File: src/rtl/core/mstt_pkg.sv
`timescale 1ns / 1ps
`default_nettype none

package mstt_pkg;

    // Widths fixed by the word formats
    localparam int SLOT_W = 4;
    localparam int TIME_W = 32;

    // Input mode codes
    localparam logic [2:0] MODE_TICK   = 3'd0;
    localparam logic [2:0] MODE_START  = 3'd1;
    localparam logic [2:0] MODE_CANCEL = 3'd2;
    localparam logic [2:0] MODE_UPDATE = 3'd3;
    localparam logic [2:0] MODE_READ   = 3'd4;

    // Result kind codes
    localparam logic [1:0] KIND_GRANT = 2'd0;
    localparam logic [1:0] KIND_FIRED = 2'd1;
    localparam logic [1:0] KIND_TIME  = 2'd2;

    typedef struct packed {
        logic [2:0]        mode;
        logic [TIME_W-1:0] delay;
        logic              periodic;
        logic [SLOT_W-1:0] slot_id;
    } t_in;

    typedef struct packed {
        logic [1:0]        kind;
        logic [SLOT_W-1:0] slot;
        logic              no_free_slot;
        logic [TIME_W-1:0] time_value;
        logic              last;
    } t_out;

    // Operation carried by the token that walks the cell row
    typedef enum logic [1:0] {
        OP_START,
        OP_CANCEL,
        OP_UPDATE
    } t_op;

    typedef struct packed {
        logic              valid;
        t_op               op;
        logic [TIME_W-1:0] delay;
        logic              periodic;
        logic [SLOT_W-1:0] sid;
    } t_tok;

    // Status a cell reports to the sequencer
    typedef struct packed {
        logic hit;
        logic tok_valid;
    } t_cell_st;

    typedef enum logic [1:0] {
        ST_IDLE,
        ST_SCAN,
        ST_FLUSH
    } t_state;

endpackage

`default_nettype wire

File: src/rtl/core/mstt_cell.sv
`timescale 1ns / 1ps
`default_nettype none

// One timer slot. Registers the token on each advance and hands it on.
module mstt_cell
    import mstt_pkg::*;
#(
    parameter int IDX = 0
) (
    input  wire logic              i_clk,
    input  wire logic              i_rst_n,
    input  wire logic              i_adv,
    input  wire logic [TIME_W-1:0] i_now,
    input  wire t_tok              i_tok,
    output t_tok                   o_tok,
    output t_cell_st               o_st
);

    t_tok              r_tok;
    logic              r_active;
    logic [TIME_W-1:0] r_target;
    logic [TIME_W-1:0] r_interval;
    logic              r_periodic;

    logic start_hit;
    logic upd_hit;
    logic cancel_hit;

    always_comb begin
        start_hit  = r_tok.valid && (r_tok.op == OP_START) && !r_active;
        upd_hit    = r_tok.valid && (r_tok.op == OP_UPDATE) && r_active
                     && (i_now >= r_target);
        cancel_hit = r_tok.valid && (r_tok.op == OP_CANCEL)
                     && (r_tok.sid == SLOT_W'(IDX));
        o_tok      = r_tok;
        // a granted start is consumed here
        if (start_hit) begin
            o_tok.valid = 1'b0;
        end
        o_st.hit       = start_hit || upd_hit;
        o_st.tok_valid = r_tok.valid;
    end

    always_ff @(posedge i_clk) begin
        if (!i_rst_n) begin
            r_tok    <= '0;
            r_active <= 1'b0;
        end else if (i_adv) begin
            r_tok <= i_tok;
            if (start_hit) begin
                r_active <= 1'b1;
            end else if ((upd_hit && !r_periodic) || cancel_hit) begin
                r_active <= 1'b0;
            end
        end
    end

    always_ff @(posedge i_clk) begin
        if (i_adv) begin
            if (start_hit) begin
                r_target   <= i_now + r_tok.delay;
                r_interval <= r_tok.delay;
                r_periodic <= r_tok.periodic;
            end else if (upd_hit && r_periodic) begin
                r_target <= i_now + r_interval;
            end
        end
    end

endmodule

`default_nettype wire

File: src/rtl/core/multi_slot_timeout_timer.sv
`timescale 1ns / 1ps
`default_nettype none

// Multi-slot millisecond timer.
// Input channel (i_in_valid / o_in_stall, word i_in): tick, start, cancel,
// update or read. Output channel (o_out_valid / i_out_stall, word o_out):
// start replies, fired slots and time readings, with last on the final word
// of each input word.
// A tick gives no word. A read stages its word in the pending register and
// moves it into the output register once that is free; the next input is taken
// after that move. Start, cancel and update send a token down a row of
// SLOT_COUNT cells, one cell per cycle unless the row is held; a start stops
// at the first free slot. The walk of that token through the row sets the pace:
// one input word is in work at a time.
// Reset clears the counter and frees every slot, all at once.
// While the receiver stalls, the output register holds its word; the scan holds
// only when a second result is ready, the pending register is full and the
// output register is full and stalled.
module multi_slot_timeout_timer
    import mstt_pkg::*;
#(
    parameter int SLOT_COUNT = 4
) (
    input  wire logic i_clk,
    input  wire logic i_rst_n,
    input  wire logic i_in_valid,
    output logic      o_in_stall,
    input  wire t_in  i_in,
    output logic      o_out_valid,
    input  wire logic i_out_stall,
    output t_out      o_out
);

    t_state            r_state, n_state;
    logic [TIME_W-1:0] r_now, n_now;
    t_op               r_op, n_op;
    logic              r_pend_v, n_pend_v;
    t_out              r_pend, n_pend;
    logic              r_ov, n_ov;
    t_out              r_out, n_out;

    t_tok              tok_in;
    t_tok              tok [SLOT_COUNT+1];
    t_cell_st          st  [SLOT_COUNT];
    logic [SLOT_COUNT-1:0] hit_vec;
    logic [SLOT_COUNT-1:0] tok_vec;

    logic              in_acc;
    logic              out_free;
    logic              adv;
    logic              push;
    logic              hit_any;
    logic              end_tok;
    logic [SLOT_W-1:0] hit_idx;

    assign tok[0] = tok_in;

    // Row of cells: token enters at cell zero and moves one cell per advance
    for (genvar g = 0; g < SLOT_COUNT; g++) begin : g_cell
        mstt_cell #(
            .IDX (g)
        ) u_cell (
            .i_clk   (i_clk),
            .i_rst_n (i_rst_n),
            .i_adv   (adv),
            .i_now   (r_now),
            .i_tok   (tok[g]),
            .o_tok   (tok[g+1]),
            .o_st    (st[g])
        );
    end

    always_comb begin
        hit_idx = '0;
        for (int i = 0; i < SLOT_COUNT; i++) begin
            hit_vec[i] = st[i].hit;
            tok_vec[i] = st[i].tok_valid;
            if (st[i].hit) begin
                hit_idx = hit_idx | SLOT_W'(i);
            end
        end
        hit_any = |hit_vec;
        end_tok = tok[SLOT_COUNT].valid;
    end

    assign o_in_stall  = (r_state != ST_IDLE);
    assign in_acc      = i_in_valid && !o_in_stall;
    assign out_free    = !r_ov || !i_out_stall;
    assign o_out_valid = r_ov;
    assign o_out       = r_out;

    always_comb begin
        n_state  = r_state;
        n_now    = r_now;
        n_op     = r_op;
        n_pend_v = r_pend_v;
        n_pend   = r_pend;
        push     = 1'b0;
        adv      = 1'b0;
        tok_in   = '0;

        unique case (r_state)
            ST_IDLE: begin
                adv             = 1'b1;
                tok_in.delay    = i_in.delay;
                tok_in.periodic = i_in.periodic;
                tok_in.sid      = i_in.slot_id;
                if (in_acc) begin
                    unique case (i_in.mode)
                        MODE_TICK: begin
                            n_now = r_now + TIME_W'(1);
                        end
                        MODE_START: begin
                            tok_in.valid = 1'b1;
                            tok_in.op    = OP_START;
                            n_op         = OP_START;
                            n_state      = ST_SCAN;
                        end
                        MODE_CANCEL: begin
                            tok_in.valid = 1'b1;
                            tok_in.op    = OP_CANCEL;
                            n_op         = OP_CANCEL;
                            n_state      = ST_SCAN;
                        end
                        MODE_UPDATE: begin
                            tok_in.valid = 1'b1;
                            tok_in.op    = OP_UPDATE;
                            n_op         = OP_UPDATE;
                            n_state      = ST_SCAN;
                        end
                        MODE_READ: begin
                            n_pend_v          = 1'b1;
                            n_pend            = '0;
                            n_pend.kind       = KIND_TIME;
                            n_pend.time_value = r_now;
                            n_pend.last       = 1'b1;
                            n_state           = ST_FLUSH;
                        end
                        default: begin
                            // unused modes: drop the word
                        end
                    endcase
                end
            end
            ST_SCAN: begin
                // hold the row when a second result has nowhere to go
                adv = !(hit_any && r_pend_v && !out_free);
                if (adv) begin
                    if (hit_any) begin
                        push        = r_pend_v;
                        n_pend_v    = 1'b1;
                        n_pend      = '0;
                        n_pend.kind = (r_op == OP_START) ? KIND_GRANT : KIND_FIRED;
                        n_pend.slot = hit_idx;
                        n_pend.last = (r_op == OP_START) || end_tok;
                        if ((r_op == OP_START) || end_tok) begin
                            n_state = ST_FLUSH;
                        end
                    end else if (end_tok) begin
                        unique case (r_op)
                            OP_START: begin
                                // every slot busy
                                n_pend_v            = 1'b1;
                                n_pend              = '0;
                                n_pend.kind         = KIND_GRANT;
                                n_pend.no_free_slot = 1'b1;
                                n_pend.last         = 1'b1;
                                n_state             = ST_FLUSH;
                            end
                            OP_UPDATE: begin
                                if (r_pend_v) begin
                                    n_pend.last = 1'b1;
                                    n_state     = ST_FLUSH;
                                end else begin
                                    n_state = ST_IDLE;
                                end
                            end
                            default: begin
                                n_state = ST_IDLE;
                            end
                        endcase
                    end
                end
            end
            ST_FLUSH: begin
                if (out_free) begin
                    push     = 1'b1;
                    n_pend_v = 1'b0;
                    n_state  = ST_IDLE;
                end
            end
            default: begin
                n_state = ST_IDLE;
            end
        endcase

        // output register
        n_out = r_out;
        if (push) begin
            n_ov  = 1'b1;
            n_out = r_pend;
        end else begin
            n_ov = r_ov && i_out_stall;
        end
    end

    always_ff @(posedge i_clk) begin
        if (!i_rst_n) begin
            r_state  <= ST_IDLE;
            r_now    <= '0;
            r_pend_v <= 1'b0;
            r_ov     <= 1'b0;
        end else begin
            r_state  <= n_state;
            r_now    <= n_now;
            r_pend_v <= n_pend_v;
            r_ov     <= n_ov;
        end
    end

    always_ff @(posedge i_clk) begin
        r_op   <= n_op;
        r_pend <= n_pend;
        r_out  <= n_out;
    end

`ifndef SYNTHESIS
    // only one cell can claim the token
    a_one_hit: assert property (@(posedge i_clk) disable iff (!i_rst_n)
        $onehot0(hit_vec))
        else $error("more than one cell hit");

    // a single token in the row
    a_one_tok: assert property (@(posedge i_clk) disable iff (!i_rst_n)
        $onehot0(tok_vec))
        else $error("more than one token in the row");

    // no token left in the row and nothing pending when idle
    a_idle_clean: assert property (@(posedge i_clk) disable iff (!i_rst_n)
        (r_state == ST_IDLE) |-> (!r_pend_v && (tok_vec == '0)))
        else $error("idle with work in flight");

    // a read goes straight to flush
    a_read_flush: assert property (@(posedge i_clk) disable iff (!i_rst_n)
        (in_acc && (i_in.mode == MODE_READ)) |=> (r_state == ST_FLUSH && r_pend_v))
        else $error("read word not staged");
`endif

endmodule

`default_nettype wire

File: config.mk
export PLATFORM = sky130hd
export DESIGN_NAME = multi_slot_timeout_timer
export DESIGN_NICKNAME = d
export VERILOG_FILES = /design/src/rtl/core/mstt_pkg.sv /design/src/rtl/core/mstt_cell.sv /design/src/rtl/core/multi_slot_timeout_timer.sv
export SDC_FILE = /design/constraint.sdc
export NUM_CORES = 1
export LEC_CHECK = 0
export BUFFER_PORTS_ARGS = -buffer_cell sky130_fd_sc_hd__buf_4
export CAP_MARGIN = 30
export CORE_MARGIN = 4
export CORE_UTILIZATION = 45
export DETAILED_ROUTE_END_ITERATION = 7
export MAX_ROUTING_LAYER = met4
export PLACE_DENSITY = 0.62
export SLEW_MARGIN = 20
export SYNTH_ARGS = -nofsm -noshare
export SYNTH_HDL_FRONTEND = slang
export SYNTH_SLANG_ARGS = --single-unit
File: constraint.sdc
create_clock -name i_clk -period 6.2 [get_ports i_clk]
set_input_delay 0.93 -clock i_clk [delete_from_list [all_inputs] [get_ports i_clk]]
set_output_delay 0.93 -clock i_clk [all_outputs]
set_load 0.005 [all_outputs]
==> qor.txt <==
Outcome: complete, no violations
Yosys warning total: 0
Finished Cell Area: 32,930 µm²
Final global-route overflow total: 0
Critical path class: register to register
Period utilization: 86.98%
Commonest non-fill, non-tap cell in the layout: nand2_1
Worst EP arrival: 5660 ps
Antenna diodes: 0
Worst slew pin tran: 942.5 ps
HP Start: r_pend[21]$_SDFFCE_PP0P_
Chip width: 261.4 µm
Vias per inst: 5.567
Clk root buf: clkbuf_16
Leakage: 13.72 nW
Drt wl/cell: 20.56 µm
Detailed-route DRC error count: 0
Ys async rst share: 0%
Final setup fails: 0
H-tree lvl count: 2
Synth cell types: 77
Final nets: 3,176
Main synth FF type: edfxtp_1
CP required: 6470 ps
FP Rows: 92
Endpoint class of the critical path: register
Peak Freq: 185.4 MHz
# clock sinks: 538
Util after Layout: 52.01%
Final worst path period need: 5393 ps
Initial antenna violation count: 1
GRT Overall Usage: 23.33%
Synth area leaders: edfxtp_1 35%, dfxtp_1 14%, ha_1 11%
Num CTS Buffers: 58
I/O Buffers: 83
Skew final: 34.37 ps
Hold crit path type: register to register
Register area share after synthesis: 48.97%
Slew HR: 36.68%
Die Ht: 261.4 µm
PwrDens: 285.3 nW/µm²
Largest net degree at the start of global routing: 124
Initial detailed-routing violation count: 1,539
Number of I/O pins: 86
Mapped Area: 28,900 µm²
Maximum net fanout on the critical path: 45
Fillers: 5,658
Post_cts resized: 0
Placed inst area: 30,800 µm²
Vias in the first global route: 20.31k
Clk buf depth: 3
Top-area cell type share of the netlist area: 35.12%
Crit path top cell by count: buf_4
Fraction of layout cells with a size suffix above 1: 12.67%
CTS tree: built
Clk pin slew, worst setup/hold paths: 60 ps
Starting density of the core: 45.65%
Critical Path Max Stage Delay: 850 ps
Mean Syn Cell Area: 10.49 µm²
Setup TNS: 0 ps
Post-synth EDFFs: 338
Number of max-cap violations: 0
Core area: 63,310 µm²
Die area: 68,340 µm²
RSZ-0062 raised after global routing: no
FF-to-FF Start: r_now[0]$_SDFFE_PN0P_
Vias: 20.97k
WL final: 77,470 µm
Worst setup path start: r_now[0]$_SDFFE_PN0P_
Pre-CTS WS: 967.2 ps
First-pass GRT wire length: 119,600 µm
Most frequent cells in the layout: 447 x nand2_1, 338 x edfxtp_1, 257 x ha_1, 200 x dfxtp_1, 169 x inv_1
Dpl hpwl: 57,340 µm
Worst setup margin: 807.0 ps
Insertion delay to the later sink of the worst-skew pair: 640 ps
Synth Instances: 2,755
Synth area leader: edfxtp_1
Worst-path cell chain: inv_1 > ha_1 > nor2_1 > a21oi_1 > o311ai_0 > a211oi_1 > nor4b_2 > nand4b_4 > o21a_4 > buf_4 > nor2_2 > buf_4
Slew Limit Fails: 0
Crit start category: register
Final Hold Viols: 0
Setup repair bufs after CTS: 0
CP max-delay cell: nor4b_2
Area grow syn2layout: 13.94%
Yosys reg bits: 538
Hold buffers post-CTS: 0
Max VDD drop: 0.2419 mV
Antenna viol nets, final: 0
Gp weighted congestion: 0.9152
Drt first pass iters: 5
[per-layer routing]
metal / routed length [µm] / global-route usage (%) / up-vias
met2: 35250 / 36.87 / 530
li1: - / - / 10140
met1: 36060 / 32.22 / 10190
met4: 1925 / 5.947 / 0
met5: 0 / - / -
met3: 4238 / 2.795 / 109
[cell families (layout without fill, tap and decap cells)]
kind of cell             after synthesis  in the layout  synth area share [%]
other                                  1              2               0.01298
AND/OR/NAND/NOR                      847            847                 13.76
AO/OA/AOI/OAI                        609            609                 14.09
adder cells (fa/ha/maj)              261            261                 11.40
XOR/XNOR                             139            139                 4.212
multiplexers                         101            101                 3.905
flip-flops                           538            538                 48.97
buffers and inverters                259            424                 3.637
[final timing paths]
kind                                                to  slack (ps)  cells after the start
max reg2reg  g_cell[3].u_cell.r_interval[23]$_DFFE_PP_         810                     12
min                                o_out[21]$_DFFE_PP_         420                      0
min reg2reg                        o_out[21]$_DFFE_PP_         420                      0
max          g_cell[3].u_cell.r_interval[23]$_DFFE_PP_         810                     12
[state kept, by name, summed over array words and instances (netlist names)]
signal / cells
o_out_valid: 1
g_cell.u_cell.r_periodic: 4
r_now: 32
r_op: 2
g_cell.u_cell.o_st: 4
r_pend_v: 1
g_cell.u_cell.o_tok: 156
g_cell.u_cell.r_interval: 128
o_out: 38
g_cell.u_cell.r_target: 128
g_cell.u_cell.r_active: 4
r_pend: 38
r_state: 2
[synth_stat cells (25+ instances only)]
| cell | number |
|---|---|
| a21boi_0 | 45 |
| a21boi_1 | 83 |
| a21o_1 | 49 |
| a21oi_1 | 161 |
| a22o_1 | 40 |
| and2_1 | 39 |
| clkbuf_1 | 59 |
| dfxtp_1 | 200 |
| edfxtp_1 | 338 |
| ha_1 | 257 |
| inv_1 | 169 |
| mux2_2 | 94 |
| nand2_1 | 447 |
| nand3_1 | 57 |
| nor2_1 | 93 |
| nor2b_1 | 47 |
| nor3_1 | 25 |
| o21ai_0 | 86 |
| xnor2_1 | 100 |
| xor2_1 | 39 |
[critical path: cells and delay by family (launching register included)]
kind            cells  cell delay [ps]
flops               1              640
simple gates        4             1290
buf+inv             3             1140
compound gates      4             1520
fa+ha+maj           1              380
[final cells by class]
cell class	instances	area (µm²)	area share (%)
Inverter	169	634.4	1.927
Timing Repair Buffer	145	1239	3.762
Clock buffer	74	1669	5.069
Clock inverter	36	385.4	1.170
Tap cell	846	1059	3.215
Sequential cell	538	14150	42.98
Multi-Input combinational cell	1959	13790	41.87
[where the power goes]
| part | leakage, nW | internal, mW | switching, mW | total (mW) |
|---|---|---|---|---|
| Combinational | 7.96 | 0.432 | 0.796 | 1.23 |
| Sequential | 4.73 | 4.19 | 0.285 | 4.47 |
| Clock | 1.03 | 2.20 | 1.49 | 3.69 |
[through the flow]
step | cells | total power [mW] | hold WS, ps
finish | 3767 | 9.395 | 417.7
CTS | 3764 | 9.467 | 419.5
global placement | 3651 | 5.734 | 403.3
global route | 3767 | 9.795 | 431.7
floorplan | 2756 | 5.301 | 400.3
detailed placement | 3654 | 5.775 | 404.5
No activity file was read; power rests on OpenSTA's default activity.
